<file path="src/design/ahct_pkg.sv">
// shared types and constants for the associative hit-count table
// no dependencies; used by the cell, the top level and the checker
`timescale 1ns / 1ps

package ahct_pkg;

    // operation codes
    localparam logic [1:0] OP_CLEAR = 2'd0;
    localparam logic [1:0] OP_ADD   = 2'd1;
    localparam logic [1:0] OP_QUERY = 2'd2;

    // result status codes
    localparam logic [1:0] ST_HIT    = 2'd0;
    localparam logic [1:0] ST_INSERT = 2'd1;
    localparam logic [1:0] ST_FULL   = 2'd2;
    localparam logic [1:0] ST_DONE   = 2'd3;

    localparam int KIND_W = 2;
    localparam int OFS_W  = 32;
    localparam int HITS_W = 16;
    localparam int KCNT_W = 9;

    localparam logic [KIND_W-1:0] KIND_NONE = '0;
    localparam logic [HITS_W-1:0] HIT_MAX   = '1;
    localparam logic [KCNT_W-1:0] KCNT_MAX  = '1;

    // search token handed from cell to cell
    typedef struct packed {
        logic              valid;
        logic [1:0]        op;
        logic [KIND_W-1:0] kind;
        logic [OFS_W-1:0]  offset;
        logic              matched;
        logic              hole_seen;
        logic [HITS_W-1:0] hits;
        logic [KCNT_W-1:0] count;
    } token_t;

    // commands broadcast to every cell at once
    typedef struct packed {
        logic              clear;
        logic              insert;
        logic [KIND_W-1:0] kind;
        logic [OFS_W-1:0]  offset;
    } bcast_t;

endpackage

</file>
<file path="src/design/ahct_cell.sv">
// one table entry plus one stage of the search token chain
// depends on ahct_pkg
`timescale 1ns / 1ps

module ahct_cell (
    input  logic             aclk,
    input  logic             aresetn,
    input  ahct_pkg::token_t tok_i,
    input  ahct_pkg::bcast_t cmd_i,
    output ahct_pkg::token_t tok_o
);

    logic [ahct_pkg::KIND_W-1:0] kind_reg, kind_next;
    logic [ahct_pkg::OFS_W-1:0]  offset_reg, offset_next;
    logic [ahct_pkg::HITS_W-1:0] hits_reg, hits_next;
    logic                        cand_reg, cand_next;
    ahct_pkg::token_t            tok_reg, tok_next;

    logic                        empty;
    logic                        hit;
    logic [ahct_pkg::HITS_W-1:0] hits_inc;

    assign empty    = (kind_reg == ahct_pkg::KIND_NONE);
    assign hit      = !tok_i.matched && (kind_reg == tok_i.kind) && (offset_reg == tok_i.offset);
    assign hits_inc = (hits_reg == ahct_pkg::HIT_MAX) ? hits_reg
                                                      : hits_reg + ahct_pkg::HITS_W'(1);

    always_comb begin
        kind_next   = kind_reg;
        offset_next = offset_reg;
        hits_next   = hits_reg;
        cand_next   = cand_reg;
        tok_next    = tok_i;
        if (cmd_i.clear) begin
            kind_next   = ahct_pkg::KIND_NONE;
            offset_next = '0;
            hits_next   = '0;
        end else if (cmd_i.insert && cand_reg) begin
            // this cell was the first empty entry on the last add pass
            kind_next   = cmd_i.kind;
            offset_next = cmd_i.offset;
            hits_next   = '0;
        end else if (tok_i.valid) begin
            case (tok_i.op)
                ahct_pkg::OP_ADD: begin
                    cand_next          = empty && !tok_i.hole_seen;
                    tok_next.hole_seen = tok_i.hole_seen || empty;
                    if (hit) begin
                        hits_next        = hits_inc;
                        tok_next.matched = 1'b1;
                        tok_next.hits    = hits_inc;
                    end
                end
                ahct_pkg::OP_QUERY: begin
                    if (kind_reg == tok_i.kind && tok_i.count != ahct_pkg::KCNT_MAX) begin
                        tok_next.count = tok_i.count + ahct_pkg::KCNT_W'(1);
                    end
                end
                default: begin
                end
            endcase
        end
    end

    always_ff @(posedge aclk) begin
        if (!aresetn) begin
            kind_reg   <= ahct_pkg::KIND_NONE;
            offset_reg <= '0;
            hits_reg   <= '0;
            cand_reg   <= 1'b0;
            tok_reg    <= '0;
        end else begin
            kind_reg   <= kind_next;
            offset_reg <= offset_next;
            hits_reg   <= hits_next;
            cand_reg   <= cand_next;
            tok_reg    <= tok_next;
        end
    end

    assign tok_o = tok_reg;

endmodule

</file>
<file path="config.mk">
export PLATFORM = sky130hd
export DESIGN_NAME = ahct_cell
export DESIGN_NICKNAME = d
export VERILOG_FILES = /design/src/design/ahct_pkg.sv /design/src/design/ahct_cell.sv
export SDC_FILE = /design/constraint.sdc
export NUM_CORES = 1
export LEC_CHECK = 0
export BUFFER_PORTS_ARGS = -buffer_cell sky130_fd_sc_hd__buf_2
export CAP_MARGIN = 20
export CORE_ASPECT_RATIO = 0.8
export CORE_MARGIN = 2
export CORE_UTILIZATION = 50
export CTS_BUF_LIST = sky130_fd_sc_hd__clkbuf_8
export CTS_CLUSTER_DIAMETER = 200
export DETAILED_ROUTE_END_ITERATION = 8
export PLACE_DENSITY = 0.78
export SLEW_MARGIN = 20
export SYNTH_ARGS = -nofsm -noshare
export SYNTH_HDL_FRONTEND = slang
export SYNTH_SLANG_ARGS = --single-unit
</file>
<file path="constraint.sdc">
create_clock -name aclk -period 5.2 [get_ports aclk]
set_clock_uncertainty 0.1 [all_clocks]
set_input_delay 0.52 -clock aclk [delete_from_list [all_inputs] [get_ports aclk]]
set_output_delay 0.52 -clock aclk [all_outputs]
set_load 0.01 [all_outputs]
</file>
* After elaboration in Yosys (flattened, before gate mapping)
Index checks and enable logic that the tools add are counted.
** Cells by class
- Add/sub/neg operators :: 2
- Equal/unequal tests :: 6
- Mux-type cells :: 9
- Bitwise operators :: 3
- Reduce and logical (&&, ||, !) cells :: 13
** Operators by type and width (count)
- $mux 27 :: 3
- $eq 32x32->1 :: 1
- $mux 16 :: 2
- $mux 18 :: 1
- $mux 9 :: 2
- $add 16x1->16 const B :: 1
- $eq 16x16->1 const B :: 1
- $add 9x1->9 const B :: 1
- $ne 9x9->1 const B :: 1
- $logic_and 1x1->1 :: 5
- $reduce_and 4->1 :: 1
- $not 1->1 :: 3
- $reduce_and 3->1 :: 1
- $reduce_or 3->1 :: 1
- $eq 2x1->1 const B :: 1
- $eq 2x2->1 :: 1
- $eq 2x2->1 const B :: 1
- $logic_not 1->1 :: 2
- $logic_not 2->1 :: 1
- $reduce_or 2->1 :: 1
- $logic_or 1x1->1 :: 1
- $mux 1 :: 1
** Word-level totals
- Flip-flop bits (word level) :: 115
- Word-level logic and storage cells :: 45

* Longest topological paths before layout
- Word-level depth :: 8
- Gate-level depth with buffers :: 10
- Gate-level depth less buffers :: 10

* Worst setup path after synthesis
No wires, ideal clock.
- Kind :: input to register
- Start :: in tok_i[0] in the netlist's numbering
- End :: reg tok_reg (netlist bit tok_o[5])
- Arrival :: 2.214 ns
- Data required time :: 5.024 ns
- Slack :: 2.810 ns
- Stages :: 9
- Buffers on the path :: 0
- Path through :: ha_1 > nand3_1 > nor2_1 > ha_1 > nor4bb_1 > and4_1 > nand4_1 > or3_1 > a21boi_0
** Between the ends
- Word-level cells in the longest chain between the ends :: 7
** Ends and longest elaborated chain
- from (decl) :: RTL line ahct_cell.sv:8 : input ahct_pkg::token_t tok_i,
- branches (longest 2 deep; another with $add 9x1->9)
- $mux 9 (*) :: RTL line ahct_cell.sv:55 : if (kind_reg == tok_i.kind && tok_i.count != ahct_pkg::KCNT_MAX) begin
- $mux 9 (*) :: RTL line ahct_cell.sv:44 : case (tok_i.op)
- $mux 27 (*) :: RTL line ahct_cell.sv:43 : end else if (tok_i.valid) begin
- $mux 27 (*) :: RTL line ahct_cell.sv:38 : end else if (cmd_i.insert && cand_reg) begin
- $mux 27 (*) :: RTL line ahct_cell.sv:34 : if (cmd_i.clear) begin
- to (signal assigned) :: RTL line ahct_cell.sv:77 : tok_reg <= tok_next;
- to (decl) :: RTL line ahct_cell.sv:17 : ahct_pkg::token_t tok_reg, tok_next;
Every way passes the cells marked *.
A chain may end at the register's enable or synchronous reset.

* Final worst setup path
- Start :: reg offset_reg[22] in the netlist's numbering
- End :: reg hits_reg[7] in the netlist's numbering
** Between the ends
- Word-level cells in the longest chain between the ends :: 3
** Ends and longest elaborated chain
- from (decl) :: RTL line ahct_cell.sv:14 : logic [ahct_pkg::OFS_W-1:0] offset_reg, offset_next;
- from (signal assigned) :: RTL line ahct_cell.sv:74 : offset_reg <= offset_next;
- $eq 32x32->1 :: RTL line ahct_cell.sv:24 : assign hit = !tok_i.matched && (kind_reg == tok_i.kind) && (offset_reg == tok_i.offset);
- $logic_and 1x1->1 :: RTL line ahct_cell.sv:24
- $reduce_and 3->1 (no source line)
- to (signal assigned) :: RTL line ahct_cell.sv:75 : hits_reg <= hits_next;
- to (decl) :: RTL line ahct_cell.sv:15 : logic [ahct_pkg::HITS_W-1:0] hits_reg, hits_next;
Every way passes these cells.

==> impl_metrics.py <==
metrics = {
    "synthesis": {
        "synthCells": 577,
        "synthTopCellsByCount": "126 x nand2_1, 115 x dfxtp_1, 47 x a21oi_1",
        "synth_seq_cells": 115,
        "synthArstFlopShare": 0,
        "synth_most_common_cell": "nand2_1",
        "synth_warnings": 0,
        "synth_area_mm2": 0.005026,
        "synth_top_area_share": 0.4581,
        "synth_area_leaders": "dfxtp_1 46%, nand2_1 9.4%, and2_1 5.1%",
        "synth_top_area_cell": "dfxtp_1",
        "synth_edf_count": 0,
        "synth_seq_area_share": 0.4581,
        "yosysUniqueCellTypes": 50,
        "synth.avg_cell_area_um2": 8.711,
        "synth_nets": 682,
        "yosys_most_used_dff": "dfxtp_1",
    },
    "grt": {
        "overflow": 0,
        "grt_pass1_vias": 4298,
        "grt_first_pass_wirelength_um": 21010,
        "antenna_found_initial": 0,
        "track_usage": 0.2489,
        "grt_max_degree": 82,
    },
    "min_path": {
        "min-delay-path-class": "in2reg",
        "hold_depth": 2,
        "hold_end": "tok_o[42]",
        "worstHoldStart": "tok_i[42]",
    },
    "route": {
        "viasPerCell": 5.286,
        "firstDrtPassIters": 5,
        "wl_um": 13520,
        "vias": 4678,
        "antenna_left": 0,
        "drc": 0,
        "first_iter_violations": 423,
        "wl_per_cell_um": 15.28,
    },
    "setup_path": {
        "crit_start": "offset_reg[22]",
        "arrival_ns": 3.21,
        "critPathRequiredTime_ns": 5.44,
        "start_kind": "register",
        "rr_endpoint": "hits_reg[7]",
        "reg2reg_slack_ns": 2.23,
        "crit_fanout": 24,
        "reg2reg_from": "offset_reg[22]",
        "rr_worst_depth": 6,
        "worstSetupEndpointType": "register",
        "critical_path_class": "reg2reg",
    },
    "power_and_ir_drop": {
        "ir_drop_uv": 192.1,
        "power.density_mw_per_mm2": 296.3,
        "leakage_nw": 2.525,
    },
    "clock_tree": {
        "cts_hold_buf": 0,
        "cts-root-buf": "clkbuf_8",
        "clk_path_buf_depth": 2,
        "cts_resized": 0,
        "clk_latency_ns": 0.43,
        "path_clk_slew_ns": 0.07,
        "cts_tree": "done",
        "cts_setup_buffers": 0,
        "numCtsBuffers": 17,
        "cts.sinks": 115,
        "htree_levels": 4,
    },
    "floorplan": {
        "boundaryPins": 166,
        "die_area_mm2": 0.01088,
        "coreArea_mm2": 0.009729,
        "start_util": 0.5166,
        "dieWidth_um": 116.1,
        "dieHeight_um": 93.68,
        "rows": 32,
    },
    "timing": {
        "fmaxAchievable_mhz": 336.6,
        "hold_viol_final": 0,
        "rsz0062_at_grt": "false",
        "post-route-min-period_ns": 2.971,
        "max_slew_margin": 0.3382,
        "tightest_slew_ns": 0.9899,
        "fin_tns_setup_ns": 0,
        "maxSlewViolCount": 0,
        "min_period_over_period": 0.5713,
        "setup_viol": 0,
    },
    "cells_and_area": {
        "fill_cells": 817,
        "diodes": 0,
        "largest_register_ffs": 64,
        "num-nets-final": 842,
        "area_growth_pct": 25.47,
        "drive_above_1_share": 0.2844,
        "final_util": 0.6481,
        "final-seq-area_mm2": 0.002302,
        "multiInputGateArea_mm2": 0.002554,
    },
    "job": {
        "drv_cap": 0,
    },
    "status": {
        "outcome": "complete, no violations",
    },
    "placed_design": {
        "dp_hpwl_um": 10020,
        "gp_congestion": 0.9345,
        "port_buffers": 165,
    },
}
-- worst max path at each step --
stage                  endpoint  slack, ns
floorplan              tok_o[5]       2.81
CTS                 hits_reg[7]       2.30
global placement    hits_reg[7]       2.25
detailed placement  hits_reg[7]       2.08
global route        hits_reg[4]       2.08
finish              hits_reg[7]       2.23
-- area by class of cell --
cell class                      instances  area share
Clock inverter                         14     0.02242
Inverter                               15    0.008929
Timing Repair Buffer                  168      0.1345
Clock buffer                           17     0.03710
Sequential cell                       115      0.3651
Multi-Input combinational cell        420      0.4050
Tap cell                              136     0.02698
-- metal layers --
layer  share of wire  routed length, µm  vias up  track usage
met1            0.45               6024     2175       0.3427
met5               0                  0        -            0
met2            0.45               6118      204       0.3816
met4           0.017                233        0      0.09325
li1                -                  -     2275            -
met3           0.085               1144       24      0.05677
-- cells by family (layout without fill, tap and decap cells) --
logic type	after synthesis	count (layout)	synth area share
AO/OA/AOI/OAI	80	80	0.1036
adder cells (fa/ha/maj)	3	3	0.007469
multiplexers	23	23	0.04655
AND/OR/NAND/NOR	275	275	0.2806
buffers and inverters	42	214	0.03435
XOR/XNOR	39	39	0.06946
flip-flops	115	115	0.4581
-- worst max-delay path, stage by stage (launching register included) --
cell	delay, ns
dfxtp_1	0.33
nor2b_1	0.15
a2111o_1	0.40
nor4_1	0.24
nand3_1	0.72
or4_1	0.75
a21oi_1	0.18
-- report_power, final --
part,switching (mW),internal (mW),leakage (nW),total [mW]
registers,0.00663,0.908,0.944,0.915
clock network,0.367,0.419,0.177,0.786
logic,0.0923,0.0755,1.40,0.168
-- metrics by stage --
stage	total power [mW]	instance area, µm²	cells	hold WS, ns	setup slack (ns)
finish	1.869	6306	885	0.2151	2.229
global route	1.937	6306	885	0.2081	2.081
CTS	1.875	6304	885	0.2031	2.304
detailed placement	1.100	5928	854	0.3559	2.083
global placement	1.097	5928	854	0.3478	2.254
floorplan	1.011	5026	577	0.3363	2.810
-- cells in the final DEF, fill, tap and decap left out, drive strengths merged, types with 2 or more instances in the layout --
master and instances:
nand2b 9, o31ai 5, o22ai 2, xor2 9, ha 3, xnor2 30, a21oi 47, o21a 3
o31a 2, nand4 20, buf 168, or3 8, or4 6, nor3 10, a21boi 4, inv 17
clkinvlp 6, clkbuf 17, nand2 126, dfxtp 115, nor2b 10, bufinv 2, nor4 5, and3 2
mux2 3, or2 2, clkinv 4, mux2i 20, and4 2, a2111oi 2, o2111ai 2, nor2 14
and2 41, o21ai 8, nand3 15
Note: power is estimated with default switching activity, not from simulation.
